$ cat src/hdl/lprd_pkg.sv
// Shared types, constants and codes of the length-prefixed record deframer.
package lprd_pkg;

    // Record header layout
    localparam int HEADER_BYTES  = 8;
    localparam int LENGTH_OFFSET = 0;
    localparam int TYPE_OFFSET   = 4;
    localparam int LENGTH_BYTES  = 4;

    // Widths of the record state and registers
    localparam int CNT_W  = 32;
    localparam int LEN_W  = 32;
    localparam int TYPE_W = 8;

    // Reset values of the configuration registers
    localparam logic [LEN_W-1:0]  MAX_RECORD_RESET = 32'd65536;
    localparam logic [TYPE_W-1:0] MAX_TYPE_RESET   = 8'd255;

    // Configuration register indexes
    localparam int CFG_IDX_W = 2;
    localparam logic [CFG_IDX_W-1:0] CFG_MAX_RECORD_BYTES = 2'd0;
    localparam logic [CFG_IDX_W-1:0] CFG_MAX_TYPE         = 2'd1;

    // Result queue between classifier and output stage
    localparam int QUEUE_DEPTH = 4;
    localparam int QUEUE_AW    = $clog2(QUEUE_DEPTH);

    // Error codes reported with a word
    typedef enum logic [1:0] {
        ERR_NONE     = 2'd0,
        ERR_LENGTH   = 2'd1,
        ERR_TYPE     = 2'd2,
        ERR_OVERLONG = 2'd3
    } t_err;

    // Input word
    typedef struct packed {
        logic [7:0] data_byte;
        logic       packet_last;
    } t_in_item;

    // Result word
    typedef struct packed {
        logic [7:0] out_byte;
        logic       byte_valid;
        logic       record_first;
        logic       record_last;
        logic [1:0] error_code;
    } t_out_item;

endpackage

$ cat src/hdl/lprd_front.sv
// Classifier: tracks record position and header fields, tags each word.
module lprd_front (
    input  logic                            i_clk,
    input  logic                            i_rst_n,
    input  logic                            i_accept,
    input  lprd_pkg::t_in_item              i_item,
    input  logic                            i_cfg_valid,
    input  logic [lprd_pkg::CFG_IDX_W-1:0]  i_cfg_index,
    input  logic [31:0]                     i_cfg_data,
    output lprd_pkg::t_out_item             o_result
);

    localparam logic [lprd_pkg::CNT_W-1:0] LEN_LO =
        lprd_pkg::CNT_W'(lprd_pkg::LENGTH_OFFSET);
    localparam logic [lprd_pkg::CNT_W-1:0] LEN_HI =
        lprd_pkg::CNT_W'(lprd_pkg::LENGTH_OFFSET + lprd_pkg::LENGTH_BYTES);
    localparam logic [lprd_pkg::CNT_W-1:0] HDR_BYTES =
        lprd_pkg::CNT_W'(lprd_pkg::HEADER_BYTES);
    localparam logic [lprd_pkg::CNT_W-1:0] HDR_LAST =
        lprd_pkg::CNT_W'(lprd_pkg::HEADER_BYTES - 1);
    localparam logic [lprd_pkg::CNT_W-1:0] TYPE_POS =
        lprd_pkg::CNT_W'(lprd_pkg::TYPE_OFFSET);
    localparam logic TYPE_IN_HDR = (lprd_pkg::TYPE_OFFSET < lprd_pkg::HEADER_BYTES);

    logic [lprd_pkg::LEN_W-1:0]  r_max_record;
    logic [lprd_pkg::TYPE_W-1:0] r_max_type;
    logic [lprd_pkg::CNT_W-1:0]  r_count, n_count;
    logic [lprd_pkg::LEN_W-1:0]  r_len, n_len;
    logic                        r_discard, n_discard;

    logic [lprd_pkg::LEN_W-1:0]  len_new;
    logic                        gather;
    logic                        err_len;
    logic                        err_over;
    logic                        err_type;
    logic                        rec_end;
    lprd_pkg::t_err              err;

    // Write configuration registers; ignore unknown indexes
    always_ff @(posedge i_clk) begin
        if (!i_rst_n) begin
            r_max_record <= lprd_pkg::MAX_RECORD_RESET;
            r_max_type   <= lprd_pkg::MAX_TYPE_RESET;
        end else if (i_cfg_valid) begin
            case (i_cfg_index)
                lprd_pkg::CFG_MAX_RECORD_BYTES: r_max_record <= i_cfg_data;
                lprd_pkg::CFG_MAX_TYPE: r_max_type <= i_cfg_data[lprd_pkg::TYPE_W-1:0];
                default: ;
            endcase
        end
    end

    // Gather the big-endian length and evaluate the checks
    always_comb begin
        gather  = (r_count >= LEN_LO) && (r_count < LEN_HI) && (r_count < HDR_BYTES);
        len_new = gather ? {r_len[lprd_pkg::LEN_W-9:0], i_item.data_byte} : r_len;
        err_len  = (r_count == HDR_LAST) && (len_new > r_max_record);
        err_over = (r_count >= r_max_record);
        err_type = TYPE_IN_HDR && (r_count == TYPE_POS) &&
                   (i_item.data_byte > r_max_type);
        rec_end  = (r_count >= HDR_LAST) &&
                   ({1'b0, r_count} == ({1'b0, HDR_LAST} + {1'b0, len_new}));
        if (err_len) begin
            err = lprd_pkg::ERR_LENGTH;
        end else if (err_over) begin
            err = lprd_pkg::ERR_OVERLONG;
        end else if (err_type) begin
            err = lprd_pkg::ERR_TYPE;
        end else begin
            err = lprd_pkg::ERR_NONE;
        end
    end

    // Build the result word and the next record state
    always_comb begin
        o_result.out_byte     = i_item.data_byte;
        o_result.byte_valid   = 1'b0;
        o_result.record_first = 1'b0;
        o_result.record_last  = 1'b0;
        o_result.error_code   = lprd_pkg::ERR_NONE;
        n_count   = r_count;
        n_len     = r_len;
        n_discard = r_discard;
        if (r_discard) begin
            if (i_item.packet_last) begin
                n_discard = 1'b0;
            end
        end else if (err != lprd_pkg::ERR_NONE) begin
            o_result.error_code = err;
            n_count   = '0;
            n_len     = '0;
            n_discard = !i_item.packet_last;
        end else begin
            o_result.byte_valid   = 1'b1;
            o_result.record_first = (r_count == '0);
            o_result.record_last  = rec_end;
            if (rec_end) begin
                n_count = '0;
                n_len   = '0;
            end else begin
                n_count = r_count + 1'b1;
                n_len   = len_new;
            end
        end
    end

    // Advance record state on each accepted word
    always_ff @(posedge i_clk) begin
        if (!i_rst_n) begin
            r_count   <= '0;
            r_len     <= '0;
            r_discard <= 1'b0;
        end else if (i_accept) begin
            r_count   <= n_count;
            r_len     <= n_len;
            r_discard <= n_discard;
        end
    end

endmodule

$ cat src/hdl/lprd_queue.sv
// Short result queue between the classifier and the output stage.
module lprd_queue (
    input  logic                i_clk,
    input  logic                i_rst_n,
    input  logic                i_wr,
    input  lprd_pkg::t_out_item i_wdata,
    input  logic                i_rd,
    output lprd_pkg::t_out_item o_rdata,
    output logic                o_full,
    output logic                o_empty
);

    lprd_pkg::t_out_item                r_mem [lprd_pkg::QUEUE_DEPTH];
    logic [lprd_pkg::QUEUE_AW-1:0]      r_wr_ptr;
    logic [lprd_pkg::QUEUE_AW-1:0]      r_rd_ptr;
    logic [lprd_pkg::QUEUE_AW:0]        r_count;

    assign o_full  = (r_count == (lprd_pkg::QUEUE_AW+1)'(lprd_pkg::QUEUE_DEPTH));
    assign o_empty = (r_count == '0);
    assign o_rdata = r_mem[r_rd_ptr];

    // Store incoming words
    always_ff @(posedge i_clk) begin
        if (i_wr) begin
            r_mem[r_wr_ptr] <= i_wdata;
        end
    end

    // Advance pointers and occupancy
    always_ff @(posedge i_clk) begin
        if (!i_rst_n) begin
            r_wr_ptr <= '0;
            r_rd_ptr <= '0;
            r_count  <= '0;
        end else begin
            if (i_wr) begin
                r_wr_ptr <= (r_wr_ptr == lprd_pkg::QUEUE_AW'(lprd_pkg::QUEUE_DEPTH - 1)) ?
                            '0 : r_wr_ptr + 1'b1;
            end
            if (i_rd) begin
                r_rd_ptr <= (r_rd_ptr == lprd_pkg::QUEUE_AW'(lprd_pkg::QUEUE_DEPTH - 1)) ?
                            '0 : r_rd_ptr + 1'b1;
            end
            case ({i_wr, i_rd})
                2'b10:   r_count <= r_count + 1'b1;
                2'b01:   r_count <= r_count - 1'b1;
                default: r_count <= r_count;
            endcase
        end
    end

endmodule

$ cat src/hdl/lprd_back.sv
// Output stage: holds the oldest result word until it is popped.
module lprd_back (
    input  logic                i_clk,
    input  logic                i_rst_n,
    input  logic                i_q_empty,
    input  lprd_pkg::t_out_item i_q_data,
    output logic                o_q_rd,
    input  logic                i_pop,
    output logic                o_empty,
    output lprd_pkg::t_out_item o_result
);

    logic                r_valid;
    lprd_pkg::t_out_item r_data;

    // Refill when the register is free or is being taken
    assign o_q_rd  = !i_q_empty && (!r_valid || i_pop);
    assign o_empty = !r_valid;
    assign o_result = r_data;

    // Hold valid flag
    always_ff @(posedge i_clk) begin
        if (!i_rst_n) begin
            r_valid <= 1'b0;
        end else if (o_q_rd) begin
            r_valid <= 1'b1;
        end else if (i_pop) begin
            r_valid <= 1'b0;
        end
    end

    // Load payload
    always_ff @(posedge i_clk) begin
        if (o_q_rd) begin
            r_data <= i_q_data;
        end
    end

endmodule

$ cat src/hdl/length_prefixed_record_deframer_unit.sv
// Top level of the length-prefixed record deframer.
// Throughput: one word per cycle while full is low; each accepted word gives exactly one result word.
// An accepted word is written into the queue, then loaded into the output register, where it shows with empty low.
// The classifier decides each word in its accept cycle; a 4-entry queue and an output
// register follow, so full rises only when four results wait behind an unpopped one.
// Reset (synchronous, i_rst_n low): queue and output empty, record state cleared,
// max_record_bytes = 65536, max_type = 255.
module length_prefixed_record_deframer_unit (
    input  logic                            i_clk,
    input  logic                            i_rst_n,
    input  logic                            push,
    output logic                            full,
    input  lprd_pkg::t_in_item              i_item,
    output logic                            empty,
    input  logic                            pop,
    output lprd_pkg::t_out_item             o_result,
    input  logic                            i_cfg_valid,
    output logic                            o_cfg_ready,
    input  logic [lprd_pkg::CFG_IDX_W-1:0]  i_cfg_index,
    input  logic [31:0]                     i_cfg_data
);

    logic                accept;
    logic                q_rd;
    logic                q_empty;
    lprd_pkg::t_out_item front_result;
    lprd_pkg::t_out_item q_data;

    assign accept      = push && !full;
    assign o_cfg_ready = 1'b1;

    // Classify words
    lprd_front u_front (
        .i_clk       (i_clk),
        .i_rst_n     (i_rst_n),
        .i_accept    (accept),
        .i_item      (i_item),
        .i_cfg_valid (i_cfg_valid),
        .i_cfg_index (i_cfg_index),
        .i_cfg_data  (i_cfg_data),
        .o_result    (front_result)
    );

    // Decouple classifier from consumer
    lprd_queue u_queue (
        .i_clk   (i_clk),
        .i_rst_n (i_rst_n),
        .i_wr    (accept),
        .i_wdata (front_result),
        .i_rd    (q_rd),
        .o_rdata (q_data),
        .o_full  (full),
        .o_empty (q_empty)
    );

    // Present results
    lprd_back u_back (
        .i_clk     (i_clk),
        .i_rst_n   (i_rst_n),
        .i_q_empty (q_empty),
        .i_q_data  (q_data),
        .o_q_rd    (q_rd),
        .i_pop     (pop),
        .o_empty   (empty),
        .o_result  (o_result)
    );

endmodule

$ cat config.mk
export PLATFORM = sky130hd
export DESIGN_NAME = length_prefixed_record_deframer_unit
export DESIGN_NICKNAME = d
export VERILOG_FILES = /design/src/hdl/lprd_pkg.sv /design/src/hdl/lprd_front.sv /design/src/hdl/lprd_queue.sv /design/src/hdl/lprd_back.sv /design/src/hdl/length_prefixed_record_deframer_unit.sv
export SDC_FILE = /design/constraint.sdc
export NUM_CORES = 1
export LEC_CHECK = 0
export ABC_AREA = 0
export BUFFER_PORTS_ARGS = -buffer_cell sky130_fd_sc_hd__clkbuf_2
export CAP_MARGIN = 20
export CORE_MARGIN = 2
export CORE_UTILIZATION = 56
export DETAILED_ROUTE_END_ITERATION = 8
export GPL_TIMING_DRIVEN = 0
export HOLD_SLACK_MARGIN = 0.12
export PLACE_DENSITY_LB_ADDON = 0.3
export SLEW_MARGIN = 25
export SYNTH_ARGS = -nofsm -noshare
export SYNTH_HDL_FRONTEND = slang
export SYNTH_SLANG_ARGS = --single-unit
export TNS_END_PERCENT = 5
$ cat constraint.sdc
create_clock -name i_clk -period 5.06 [get_ports i_clk]
set_input_delay 1.012 -clock i_clk [delete_from_list [all_inputs] [get_ports i_clk]]
set_output_delay 1.012 -clock i_clk [all_outputs]
set_load 0.03 [all_outputs]
==> results.cfg <==
[route]
wl_per_cell_um = 21.3
drcViolationCount = 0
ant_nets = 0
vias = 10385
firstDrtPassIters = 6
wl_um = 35500
vias_per_cell = 6.24
drt_iter0_markers = 1109

[global_route]
grt_remaining_overflow = 0
grt_pass1_vias = 9697
grt_first_pass_wirelength_um = 55000
antenna_found_initial = 0
grt_use_total_pct = 33.3
grt_start_max_net_pins = 29

[layout]
fin_nets = 1510
diodes = 0
syn_to_final_growth_pct = 12.7
multi_input_area_um2 = 6660
seq_area_um2 = 4210
stdcell_count = 1665
drive_gt1_share_pct = 11.8
fill_cells = 1678
stdcell_area_um2 = 12800

[die]
start_util_pct = 56.7
io_pins = 64
rows = 52
fp.dieArea_um2 = 21500
die_h_um = 147
core-area_um2 = 20100
die_x_um = 147

[logic_synthesis]
netlist_area_um2 = 11400
synth.distinct_cells = 76
synth-edff-count = 65
synth_top_area_cell = dfxtp_1
synth_ff_type = dfxtp_1
syn_nets = 1429
yosys_warnings = 0
synth_most_common_cell = nand2_1
yosysTopAreaCellShare_pct = 19.9
async_flop_share_pct = 0
ys_seq_area_share_pct = 37.0
synthTopCellsByCount = nand2_1, dfxtp_1, ha_1
synth_area_per_cell_um2 = 8.76
ys_ff_latch = 178
synth_area_leaders = dfxtp_1, edfxtp_1, ha_1, nand2_1, xnor2_1
synth_cells = 1301

[placed_design]
gp_congestion = 0.987
hpwlAfterDp_um = 26600
port_buffers = 61
post-place-cells = 1633
place_area_um2 = 12100
pre_cts_ws_ns = -1.67

[timing]
period_share_pct = 97.9
period_needed_ns = 4.95
tightest_slew_ns = 1.00
fin_ws_ns = 0.105
slew_headroom_pct = 32.0
hold_violations = 0
fmax_ghz = 0.202
setup_violations = 0
slew_viol_final = 0
fin_skew_ns = 0.0162

[clock_tree]
postCtsHoldBufs = 0
root_buffer = clkbuf_16
htreeDepth = 4
numCtsBuffers = 17
clock_latency_ns = 0.46
cts_sinks = 178
path_clk_slew_ns = 0.08
cts_tree = built
cts_buffer_depth = 2

[job]
maxCapViolations = 0

[critical_path]
path_class = reg -> reg
worst_r2r_path_depth = 22
rrSetupSlack_ns = 0.11
worstSetupStartpointType = flop
crit_path_max_fanout = 28
critPathArrivalTime_ns = 5.31
reg2reg_to = u_front.r_count[2]
r2r-start = u_front.r_count[3]
endpoint_kind = flop
critPathRequiredTime_ns = 5.41

[power_and_ir_drop]
powerDensity_nw_per_um2 = 327
ir_drop_mv = 0.237
power_mw = 4.20
power.leakage_nw = 5.10

[worst_hold_path]
holdPathStages = 2
holdPathEnd = u_front.r_max_record[15]
hp-class = reg -> reg
hp-start = u_front.r_max_record[15]

[outcome]
outcome = finished, final reports clean
## power breakdown
| part | switching (mW) | internal [mW] |
|---|---|---|
| logic | 0.671 | 0.381 |
| registers | 0.0685 | 1.67 |
| clock network | 0.726 | 0.689 |
## what timing repair did
action,4_1_cts,5_1_grt
pin swaps,3,4
buffers inserted,2,4
setup endpoints to repair,85,69
resized for setup,23,15
cloned,0,0
## state kept, by name, summed over array words and instances (netlist names)
name / flops
u_queue.r_count: 3
u_queue.r_mem: 52
u_queue.r_rd_ptr: 2
u_queue.r_wr_ptr: 2
u_front.r_count: 32
u_front.r_discard: 1
u_back.r_valid: 1
u_back.o_result: 13
u_front.r_max_type: 8
u_front.r_len: 32
u_front.r_max_record: 32
## per-stage QoR
| step | utilization, % | hold WS (ns) | TNS [ns] |
|---|---|---|---|
| 2_1_floorplan | - | 0.443 | 0 |
| 3_3_place_gp | 59.9 | 0.452 | -124.45 |
| 3_5_place_dp | 60.0 | 0.459 | -129.44 |
| 4_1_cts | 63.5 | 0.470 | 0 |
| 5_1_grt | 63.9 | 0.486 | -0.558 |
| 6_report | 63.9 | 0.463 | 0 |
## worst max-delay path, cell delays in order (launching register included)
cell and delay (ns):
dfxtp_1 0.32, buf_2 0.19, nor4_4 0.42, and4_1 0.26
clkbuf_4 0.22, nand2_4 0.11, buf_8 0.20, buf_2 0.21
nand2_1 0.11, nand2_1 0.10, ha_1 0.31, nand4_1 0.09
nor2_1 0.14, nand3_1 0.12, or3_4 0.43, nor4_4 0.30
a211oi_1 0.11, a311o_1 0.35, nand3_2 0.18, a21bo_1 0.22
buf_8 0.19, buf_6 0.18, nor2_1 0.07
## cell families (layout without fill, tap and decap cells)
kind of cell	after synthesis	after routing	share of synthesized area (%)
other	1	1	0.0329
buffers and inverters	148	242	5.43
AOI/OAI and AO/OA	258	258	15.4
and+or+nand+nor	539	539	23.4
DFF	178	178	37.0
muxes	28	28	3.93
xor gates and xnor gates	68	68	5.84
adders and majority gates	81	81	8.94
## cell type report
class,count,area share [%]
multi-input combinational,975,51.9
timing repair buffer,68,2.82
sequential,178,32.8
buffer,78,3.09
clock inverter,15,1.59
inverter,64,1.87
clock buffer,17,3.31
tap,270,2.63
## routing by layer
metal  part of all wire [%]  GRT usage [%]  wire length [um]
met5                      0              0                 0
met4                    3.8           13.6              1350
met3                    9.1           5.28              3240
met2                     45           52.7             16100
met1                     42           45.7             14800
## placed cells by master (no fill, tap or decap), types with 15 or more instances in the layout
cell type  count
edfxtp_1      65
clkbuf_2      63
a21o_1        25
clkbuf_16     17
a21oi_1       58
inv_1         64
nand4_1       35
clkbuf_1      52
nand2_1      221
o211ai_1      18
dfxtp_1      113
and3_1        16
ha_1          79
xnor2_1       35
a21boi_0      38
o21ai_0       38
nand2b_1      15
nand3_1       50
xor2_1        28
nor2_1        65
nor2b_1       15
nor3_1        26
## worst max path at each step
stage	depth (start not counted)	from	to
after global routing	21	u_front.r_count[3]	u_front.r_count[25]
after floorplan	24	u_front.r_count[12]	u_front.r_count[15]
after CTS	22	u_front.r_count[16]	u_front.r_count[2]
after global placement	23	u_front.r_count[3]	u_front.r_count[10]
after detailed placement	23	u_front.r_count[3]	u_front.r_count[12]
final	22	u_front.r_count[3]	u_front.r_count[2]
Power figures use the tool's default switching activity.
